### src/rtl/pac_pkg.sv
// Shared types and constants for the pedal auto-calibration percent block.
// No dependencies; used by pac_cal, pac_div and pedal_autocal_percent_core.
package pac_pkg;

  localparam int REG_W     = 12;  // width of the 12-bit configuration registers
  localparam int CFG_IDX_W = 2;
  localparam int CH_W      = 2;   // channel field width
  localparam int PCT_W     = 7;   // percent width, also quotient bits of the divider

  localparam logic [CFG_IDX_W-1:0] REG_DEAD_BAND   = 2'd0;
  localparam logic [CFG_IDX_W-1:0] REG_START_MIN   = 2'd1;
  localparam logic [CFG_IDX_W-1:0] REG_ON_OFF_MODE = 2'd2;

  localparam logic [REG_W-1:0] DEAD_BAND_RST = 12'd0;
  localparam logic [REG_W-1:0] START_MIN_RST = 12'd4095;

  localparam logic [PCT_W-1:0] PCT_ZERO = 7'd0;
  localparam logic [PCT_W-1:0] PCT_FULL = 7'd100;

  // what the calibration step decided for one beat
  typedef enum logic [1:0] {
    KIND_ZERO = 2'd0,  // released or channel out of range
    KIND_FULL = 2'd1,  // pressed with motor off, or on/off mode
    KIND_DIV  = 2'd2   // pressed, percent from the divider
  } kind_t;

  typedef struct packed {
    logic             done;
    logic [PCT_W-1:0] quot;
  } div_stat_t;

endpackage

### src/rtl/pac_cal.sv
// Per-channel released/pressed level tracking and pressed/released decision.
// Depends on pac_pkg.
module pac_cal #(
  parameter int CH_N        = 3,
  parameter int SAMPLE_BITS = 12
) (
  input  logic                       clk,
  input  logic                       rst,
  input  logic                       en,
  input  logic [pac_pkg::CH_W-1:0]   channel,
  input  logic [SAMPLE_BITS-1:0]     sample,
  input  logic                       motor_idle,
  input  logic [pac_pkg::REG_W-1:0]  dead_band,
  input  logic [pac_pkg::REG_W-1:0]  start_min,
  input  logic                       on_off_mode,
  output pac_pkg::kind_t             kind,
  output logic [SAMPLE_BITS-1:0]     n,
  output logic [SAMPLE_BITS-1:0]     d
);

  localparam int LW = (SAMPLE_BITS > pac_pkg::REG_W) ? SAMPLE_BITS : pac_pkg::REG_W;
  localparam int SW = LW + 1;

  logic [SAMPLE_BITS-1:0] released_level [CH_N];
  logic [LW-1:0]          pressed_level  [CH_N];

  logic [SAMPLE_BITS-1:0] rel_cur;
  logic [LW-1:0]          pl_cur;
  logic                   in_range;
  logic signed [SW-1:0]   start_pt;
  logic signed [SW-1:0]   smp_s;
  logic signed [SW-1:0]   lo_s;
  logic signed [SW-1:0]   n_full;
  logic signed [SW-1:0]   d_full;
  logic [LW-1:0]          lo;
  logic [LW-1:0]          smp_ext;
  logic                   pressed;
  logic                   rel_upd;

  always_comb begin
    rel_cur = '0;
    pl_cur  = '0;
    for (int i = 0; i < CH_N; i++) begin
      if (channel == pac_pkg::CH_W'(i)) begin
        rel_cur = released_level[i];
        pl_cur  = pressed_level[i];
      end
    end
  end

  assign in_range = int'(channel) < CH_N;
  assign smp_ext  = LW'(sample);
  assign start_pt = $signed({1'b0, LW'(rel_cur)}) - $signed({1'b0, LW'(dead_band)});
  assign smp_s    = $signed({1'b0, smp_ext});
  assign pressed  = in_range && (smp_s < start_pt);
  assign lo       = (smp_ext < pl_cur) ? smp_ext : pl_cur;
  assign lo_s     = $signed({1'b0, lo});
  // lo <= sample < start, so both are positive and fit the sample width
  assign n_full   = start_pt - smp_s;
  assign d_full   = start_pt - lo_s;
  assign rel_upd  = in_range && !pressed && ((sample > rel_cur) || !motor_idle);

  always_ff @(posedge clk) begin
    if (rst) begin
      for (int i = 0; i < CH_N; i++) begin
        released_level[i] <= '0;
        pressed_level[i]  <= LW'(pac_pkg::START_MIN_RST);
      end
    end else if (en) begin
      for (int i = 0; i < CH_N; i++) begin
        if (channel == pac_pkg::CH_W'(i)) begin
          if (pressed) begin
            pressed_level[i] <= motor_idle ? LW'(start_min) : lo;
          end
          if (rel_upd) begin
            released_level[i] <= sample;
          end
        end
      end
    end
  end

  always_ff @(posedge clk) begin
    if (en) begin
      n <= n_full[SAMPLE_BITS-1:0];
      d <= d_full[SAMPLE_BITS-1:0];
      if (!pressed) begin
        kind <= pac_pkg::KIND_ZERO;
      end else if (motor_idle || on_off_mode) begin
        kind <= pac_pkg::KIND_FULL;
      end else begin
        kind <= pac_pkg::KIND_DIV;
      end
    end
  end

endmodule

### src/rtl/pac_div.sv
// Bit-serial restoring divider: (200*n + d) / (2*d), one quotient bit a cycle.
// Depends on pac_pkg.
module pac_div #(
  parameter int SAMPLE_BITS = 12
) (
  input  logic                   clk,
  input  logic                   rst,
  input  logic                   start,
  input  logic [SAMPLE_BITS-1:0] n,
  input  logic [SAMPLE_BITS-1:0] d,
  output pac_pkg::div_stat_t     stat
);

  localparam int QB = pac_pkg::PCT_W;
  localparam int NW = SAMPLE_BITS + 8;  // 201*(2^SB-1) < 2^(SB+8)
  localparam int RW = SAMPLE_BITS + 1;
  localparam int CW = $clog2(QB);

  typedef enum logic [2:0] {
    D_IDLE = 3'b001,
    D_LOAD = 3'b010,
    D_RUN  = 3'b100
  } dstate_t;

  dstate_t         state;
  logic [NW-1:0]   num;
  logic [RW-1:0]   den;
  logic [RW-1:0]   rem;
  logic [QB-1:0]   num_lo;
  logic [QB-1:0]   quot;
  logic [CW-1:0]   cnt;
  logic            done;
  logic [RW:0]     trial;
  logic            ge;
  logic [RW-1:0]   diff;

  // quotient < 128, so the top bits of the numerator already sit below den
  assign trial = {rem, num_lo[QB-1]};
  assign ge    = trial >= {1'b0, den};
  // trial < 2*den, so the difference fits when ge is set
  assign diff  = trial[RW-1:0] - den;

  always_ff @(posedge clk) begin
    if (rst) begin
      state <= D_IDLE;
      done  <= 1'b0;
    end else begin
      case (state)
        D_IDLE: begin
          done <= 1'b0;
          if (start) begin
            state <= D_LOAD;
          end
        end
        D_LOAD: begin
          state <= D_RUN;
        end
        D_RUN: begin
          if (cnt == '0) begin
            done  <= 1'b1;
            state <= D_IDLE;
          end
        end
        default: begin
          state <= D_IDLE;
        end
      endcase
    end
  end

  always_ff @(posedge clk) begin
    case (state)
      D_IDLE: begin
        num <= (NW'(n) << 7) + (NW'(n) << 6) + (NW'(n) << 3) + NW'(d);
        den <= {d, 1'b0};
      end
      D_LOAD: begin
        rem    <= num[NW-1:QB];
        num_lo <= num[QB-1:0];
        cnt    <= CW'(QB - 1);
      end
      D_RUN: begin
        rem    <= ge ? diff : trial[RW-1:0];
        num_lo <= num_lo << 1;
        quot   <= {quot[QB-2:0], ge};
        cnt    <= cnt - 1'b1;
      end
      default: begin
        cnt <= '0;
      end
    endcase
  end

  assign stat.done = done;
  assign stat.quot = quot;

endmodule

### src/rtl/pedal_autocal_percent_core.sv
// Pedal auto-calibration percent core: top level with stream ports and config port.
// Depends on pac_pkg, pac_cal and pac_div.

// One input beat carries an averaged ADC sample of one pedal channel and a
// motor-off flag; one output beat returns the channel and its depression in
// percent (0 released .. 100 fully pressed). Each channel self-calibrates: the
// released level follows every released sample while the motor runs and only a
// larger one while it is off, the pressed level the smallest pressed sample
// while the motor runs (reloaded from start_min while it is off), and the start
// point sits dead_band counts below the released level. The core handles one
// beat at a time. A beat whose result is 0 or 100 reaches the output register
// through level tracking, classify and hand over; a beat needing the division
// passes level tracking, classify with operand load, divider setup, the
// quotient-bit steps of the bit-serial restoring divider, quotient capture and
// hand over. The next input beat is accepted after the hand over, as soon as
// the previous result sits in the output register, even while the sink stalls.
// Configuration writes are always accepted (cfg_ready tied high) and must only
// be issued while the core is idle; a new start_min reaches a channel only at
// its next pressed beat with the motor off.
module pedal_autocal_percent_core #(
  parameter int CHANNELS    = 3,
  parameter int SAMPLE_BITS = 12,
  localparam int IN_W       = ((SAMPLE_BITS + 1 + 7) / 8) * 8
) (
  input  logic                           clk,
  input  logic                           rst,
  // input stream
  input  logic                           s_tvalid,
  output logic                           s_tready,
  input  logic [IN_W-1:0]                s_tdata,  // [SB-1:0] sample, [SB] motor_idle
  input  logic [pac_pkg::CH_W-1:0]       s_tuser,  // [1:0] channel
  // output stream
  output logic                           m_tvalid,
  input  logic                           m_tready,
  output logic [7:0]                     m_tdata,  // [6:0] percent
  output logic [pac_pkg::CH_W-1:0]       m_tuser,  // [1:0] out_channel
  // configuration writes
  input  logic                           cfg_valid,
  output logic                           cfg_ready,
  input  logic [pac_pkg::CFG_IDX_W-1:0]  cfg_index,
  input  logic [pac_pkg::REG_W-1:0]      cfg_data
);

  // the channel field is 2 bits wide, so at most four channels are reachable
  localparam int NCH = (CHANNELS < 4) ? CHANNELS : 4;

  typedef enum logic [4:0] {
    T_IDLE = 5'b00001,
    T_CAL  = 5'b00010,
    T_KIND = 5'b00100,
    T_DIV  = 5'b01000,
    T_OUT  = 5'b10000
  } tstate_t;

  tstate_t                       state;
  logic [pac_pkg::REG_W-1:0]     dead_band;
  logic [pac_pkg::REG_W-1:0]     start_min;
  logic                          on_off_mode;

  // latched input beat
  logic [pac_pkg::CH_W-1:0]      channel;
  logic [SAMPLE_BITS-1:0]        sample;
  logic                          motor_idle;

  pac_pkg::kind_t                cal_kind;
  logic [SAMPLE_BITS-1:0]        cal_n;
  logic [SAMPLE_BITS-1:0]        cal_d;
  pac_pkg::div_stat_t            div_stat;
  logic                          div_start;
  logic [pac_pkg::PCT_W-1:0]     percent;

  assign cfg_ready = 1'b1;
  assign s_tready  = (state == T_IDLE);
  assign div_start = (state == T_KIND) && (cal_kind == pac_pkg::KIND_DIV);

  // config registers
  always_ff @(posedge clk) begin
    if (rst) begin
      dead_band   <= pac_pkg::DEAD_BAND_RST;
      start_min   <= pac_pkg::START_MIN_RST;
      on_off_mode <= 1'b0;
    end else if (cfg_valid && cfg_ready) begin
      case (cfg_index)
        pac_pkg::REG_DEAD_BAND:   dead_band   <= cfg_data;
        pac_pkg::REG_START_MIN:   start_min   <= cfg_data;
        pac_pkg::REG_ON_OFF_MODE: on_off_mode <= cfg_data[0];
        default: begin
        end
      endcase
    end
  end

  // level tracking, enabled in T_CAL
  pac_cal #(
    .CH_N        (NCH),
    .SAMPLE_BITS (SAMPLE_BITS)
  ) u_cal (
    .clk         (clk),
    .rst         (rst),
    .en          (state == T_CAL),
    .channel     (channel),
    .sample      (sample),
    .motor_idle  (motor_idle),
    .dead_band   (dead_band),
    .start_min   (start_min),
    .on_off_mode (on_off_mode),
    .kind        (cal_kind),
    .n           (cal_n),
    .d           (cal_d)
  );

  // rounded percent = floor((200n + d) / 2d)
  pac_div #(
    .SAMPLE_BITS (SAMPLE_BITS)
  ) u_div (
    .clk   (clk),
    .rst   (rst),
    .start (div_start),
    .n     (cal_n),
    .d     (cal_d),
    .stat  (div_stat)
  );

  // sequencer
  always_ff @(posedge clk) begin
    if (rst) begin
      state <= T_IDLE;
    end else begin
      case (state)
        T_IDLE: begin
          if (s_tvalid && s_tready) begin
            state <= T_CAL;
          end
        end
        T_CAL: begin
          state <= T_KIND;
        end
        T_KIND: begin
          state <= (cal_kind == pac_pkg::KIND_DIV) ? T_DIV : T_OUT;
        end
        T_DIV: begin
          if (div_stat.done) begin
            state <= T_OUT;
          end
        end
        T_OUT: begin
          // hand over once the output register is free or draining
          if (!m_tvalid || m_tready) begin
            state <= T_IDLE;
          end
        end
        default: begin
          state <= T_IDLE;
        end
      endcase
    end
  end

  // beat and result payload
  always_ff @(posedge clk) begin
    if (s_tvalid && s_tready) begin
      channel    <= s_tuser;
      sample     <= s_tdata[SAMPLE_BITS-1:0];
      motor_idle <= s_tdata[SAMPLE_BITS];
    end
    if (state == T_KIND) begin
      percent <= (cal_kind == pac_pkg::KIND_FULL) ? pac_pkg::PCT_FULL : pac_pkg::PCT_ZERO;
    end else if (state == T_DIV && div_stat.done) begin
      percent <= div_stat.quot;
    end
  end

  // output register
  always_ff @(posedge clk) begin
    if (rst) begin
      m_tvalid <= 1'b0;
    end else if (state == T_OUT && (!m_tvalid || m_tready)) begin
      m_tvalid <= 1'b1;
    end else if (m_tready) begin
      m_tvalid <= 1'b0;
    end
  end

  always_ff @(posedge clk) begin
    if (state == T_OUT && (!m_tvalid || m_tready)) begin
      m_tdata <= {1'b0, percent};
      m_tuser <= channel;
    end
  end

`ifndef NO_ASSERTIONS
  // the divider only finishes while the sequencer waits for it
  a_div_done_in_div: assert property (@(posedge clk) disable iff (rst)
    div_stat.done |-> state == T_DIV)
    else $error("divider done outside T_DIV");

  // a divide request always has a positive divisor and n <= d
  a_div_operands: assert property (@(posedge clk) disable iff (rst)
    div_start |-> (cal_d != '0 && cal_n <= cal_d))
    else $error("bad divider operands");

  // results never exceed full scale
  a_pct_range: assert property (@(posedge clk) disable iff (rst)
    m_tvalid |-> m_tdata[6:0] <= pac_pkg::PCT_FULL)
    else $error("percent above 100");

  // a pending result is never overwritten by the next one
  a_no_overwrite: assert property (@(posedge clk) disable iff (rst)
    (m_tvalid && !m_tready) |=> $stable(m_tdata) && $stable(m_tuser))
    else $error("output overwritten while stalled");
`endif

endmodule

### config.mk
export PLATFORM = sky130hd
export DESIGN_NAME = pedal_autocal_percent_core
export DESIGN_NICKNAME = d
export VERILOG_FILES = /design/src/rtl/pac_pkg.sv /design/src/rtl/pac_cal.sv /design/src/rtl/pac_div.sv /design/src/rtl/pedal_autocal_percent_core.sv
export SDC_FILE = /design/constraint.sdc
export NUM_CORES = 1
export LEC_CHECK = 0
export BUFFER_PORTS_ARGS = -buffer_cell sky130_fd_sc_hd__buf_2
export CORE_UTILIZATION = 44
export CTS_CLUSTER_DIAMETER = 60
export DETAILED_ROUTE_END_ITERATION = 8
export HOLD_SLACK_MARGIN = 0.06
export SETUP_SLACK_MARGIN = 0.15
export SYNTH_ARGS = -nofsm -noshare
export SYNTH_HDL_FRONTEND = slang
export SYNTH_SLANG_ARGS = --single-unit
### constraint.sdc
create_clock -name clk -period 5.31 [get_ports clk]
set_input_delay 1.593 -clock clk [delete_from_list [all_inputs] [get_ports clk]]
set_output_delay 1.593 -clock clk [all_outputs]
set_load 0.01 [all_outputs]
==> results.json <==
{
  "startpoint": "channel[0]",
  "maxCapViolations": 0,
  "setup_viol": 0,
  "fin_hold_ws_ns": 0.421,
  "totalWireLength_um": 27600,
  "gp_congestion": 0.893,
  "cts_tree": "done",
  "skew_ns": 0.0123,
  "synth_common_cells": "edfxtp_1 (188), ha_1 (109), nor2_1 (93), inv_1 (92), nand2_1 (92)",
  "synth_area_leader_cell": "edfxtp_1",
  "holdBufCountCts": 0,
  "synth_edf_count": 188,
  "min_period_ns": 4.88,
  "grt.total_usage_pct": 19.5,
  "max-vdd-ir-drop_mv": 0.247,
  "synth.most_common_cell": "edfxtp_1",
  "portBuffers": 44,
  "path_common_cell": "a21oi_1",
  "clockBufferDepth": 3,
  "drt_iter0_drc": 435,
  "synthCells": 1129,
  "worstSetupPathType": "reg -> reg",
  "switching_share_pct": 37.1,
  "synthFlopType": "edfxtp_1",
  "rsz0062_at_grt": "false",
  "cts_root_buf": "clkbuf_16",
  "critPathSlowestCell": "edfxtp_1",
  "final_cells": 1585,
  "drtPass1Iterations": 5,
  "yosys.area_share.xor_xnor_pct": 3.04,
  "timing.fmax_mhz": 205,
  "path_depth": 20,
  "dr_total_vias": 8399,
  "seqPwrFrac_pct": 33.0,
  "status": "complete, no violations",
  "powerDensity_mw_per_mm2": 526,
  "synth.area.top_cells": "edfxtp_1 (45%), ha_1 (11%), dfxtp_1 (5.6%)",
  "r2r_cells": 20,
  "crit_arrival_ns": 5.13,
  "synth_area_mm2": 0.0126,
  "grt_first_pass_wirelength_um": 44000,
  "fin_area_mm2": 0.0141,
  "overflow": 0,
  "start_util_pct": 45.0,
  "p_leak_nw": 5.69,
  "dp_cells": 1539,
  "io_pins": 50,
  "first_global_vias": 8299,
  "die_w_um": 171,
  "cts_buffers": 25,
  "p_int_w": 0.00466,
  "cp-endpoint": "u_cal.d[11]",
  "critPathMaxStageDelay_ns": 0.44,
  "p_sw_w": 0.00275,
  "timing.rr.end": "u_cal.d[11]",
  "final-hold-violation-count": 0,
  "fill_cells": 2557,
  "comb_power_share_pct": 45.9,
  "vias_per_cell": 5.30,
  "drc": 0,
  "synth-simple-area-share_pct": 12.9,
  "grt_max_degree": 32,
  "dieArea_mm2": 0.0293,
  "fp-row-count": 61,
  "async_flop_share_pct": 0,
  "placed_area_mm2": 0.0133,
  "synth-seq-area-share_pct": 50.4,
  "antenna_found_initial": 0,
  "synth_top_family_by_area": "adder cells",
  "synth_fa_ha_area_share_pct": 14.0,
  "synth_nets": 1294,
  "cts.reportedPaths.clkPinSlew_ns": 0.06,
  "area_delta_synth_final_pct": 12.0,
  "startpoint_type": "flop",
  "cts_max_level": 1,
  "r2r-start": "channel[0]",
  "ff2ff_setup_slack_ns": 0.43,
  "dpl.hpwl_um": 21400,
  "ant_nets": 0,
  "worst-path-max-fanout": 13,
  "clk_latency_ns": 0.53,
  "cts_sinks": 223,
  "cp_num_buf_inv": 3,
  "nets": 1353,
  "hold_path.class": "reg -> reg",
  "relSlewSlack_pct": 20.3,
  "yosys_warnings": 0,
  "synth-compound-area-share_pct": 11.5,
  "path_cells": "buf_12, mux2i_1, nor2_1, a21oi_1, ha_1, a21oi_1, o21ai_0, a221oi_2, o21ai_4, buf_4, mux2_2, ha_1, o21ai_0, a21oi_1, o41ai_1, buf_4, o21a_1, maj3_2, o21ai_1, xor3_1",
  "final_min_period_over_clock_period_pct": 92.0,
  "holdPathStages": 0,
  "pwr-share-clk_pct": 21.1,
  "setup_tns_ns": 0,
  "coreArea_mm2": 0.0279,
  "slew_violations": 0,
  "wire_per_inst_um": 17.4,
  "drive_gt1_share_pct": 11.0,
  "netlist.area_leader.share_pct": 44.9,
  "end_kind": "flop",
  "avgSynthCellArea_um2": 11.1,
  "insertedDiodeCount": 0,
  "synth_cell_types": 77,
  "cpLargestDelayFamily": "compound AO/OA/AOI/OAI gates",
  "synthMuxAreaShare_pct": 4.02,
  "die_y_um": 171,
  "ys_ff_latch": 223,
  "tightest_slew_ns": 1.20,
  "finalPower_w": 0.00741,
  "worstPathRequired_ns": 5.56
}
layout make-up:
cell class                      instances  area, um2  share of cell area, %
Inverter                               94        353                   2.50
Tap cell                              378        473                   3.36
Sequential cell                       223       6350                   45.0
Clock buffer                           31        648                   4.60
Clock inverter                         15       92.6                  0.657
Multi-Input combinational cell        778       5770                   40.9
Timing Repair Buffer                   66        410                   2.91
state kept, by name, summed over array words and instances (netlist names), 9 cells and up:
signal,flops
u_cal.n,12
sample,12
u_div.num,20
dead_band,12
u_div.den,9
u_cal.released_level,36
u_cal.d,12
u_cal.pressed_level,36
u_div.rem,13
start_min,12
repair_timing:
action	in CTS	in global routing
endpoints found under the setup margin	0	47
buffers inserted	0	0
gates resized for setup	0	5
kinds of logic after synthesis:
| logic type | Yosys count |
|---|---|
| other cells | 2 |
| compound gates | 219 |
| flops | 223 |
| mux | 48 |
| simple gates | 337 |
| fa+ha+maj | 130 |
| xor+xnor | 42 |
| buf+inv | 128 |
layout by cell type (no fill, tap or decap), drive strengths merged, types with 35 or more instances in the layout:
cell type	n
dfxtp	35
nor2	93
a21oi	64
nor3	35
nand2	92
ha	109
inv	95
o21ai	52
mux2i	38
edfxtp	188
buf	66
routing by layer:
layer | part of all wire (%) | global-route usage, % | vias to the layer above
li1 | - | - | 4187
met2 | 47 | 33.0 | 178
met1 | 46 | 25.6 | 3987
met5 | 0 | 0 | -
met4 | 3.2 | 6.41 | 0
met3 | 4.0 | 2.91 | 47
worst min path at each step:
stage / from / to / slack [ns]
6_report: u_cal.d[0] / u_div.num[0] / 0.42
5_1_grt: percent[5] / m_tdata[5] / 0.44
4_1_cts: percent[1] / m_tdata[1] / 0.42
3_5_place_dp: percent[1] / m_tdata[1] / 0.41
3_3_place_gp: percent[2] / m_tdata[2] / 0.40
2_1_floorplan: percent[0] / m_tdata[0] / 0.40
through the flow:
step | utilization (%) | setup slack [ns]
3_3_place_gp | 47.7 | 0.283
2_1_floorplan | - | 0.0860
4_1_cts | 50.4 | 0.182
3_5_place_dp | 47.7 | 0.210
5_1_grt | 50.4 | 0.173
6_report | 50.4 | 0.426
power groups by stage:
stage                     sequential, W  clock [W]  combinational (W)
after global placement          0.00248          0            0.00333
after floorplan                 0.00243          0            0.00256
after detailed placement        0.00249          0            0.00336
after CTS                       0.00245    0.00160            0.00339
final                           0.00245    0.00156            0.00340
after global routing            0.00247    0.00167            0.00382
No activity file was read; power rests on OpenSTA's default activity.
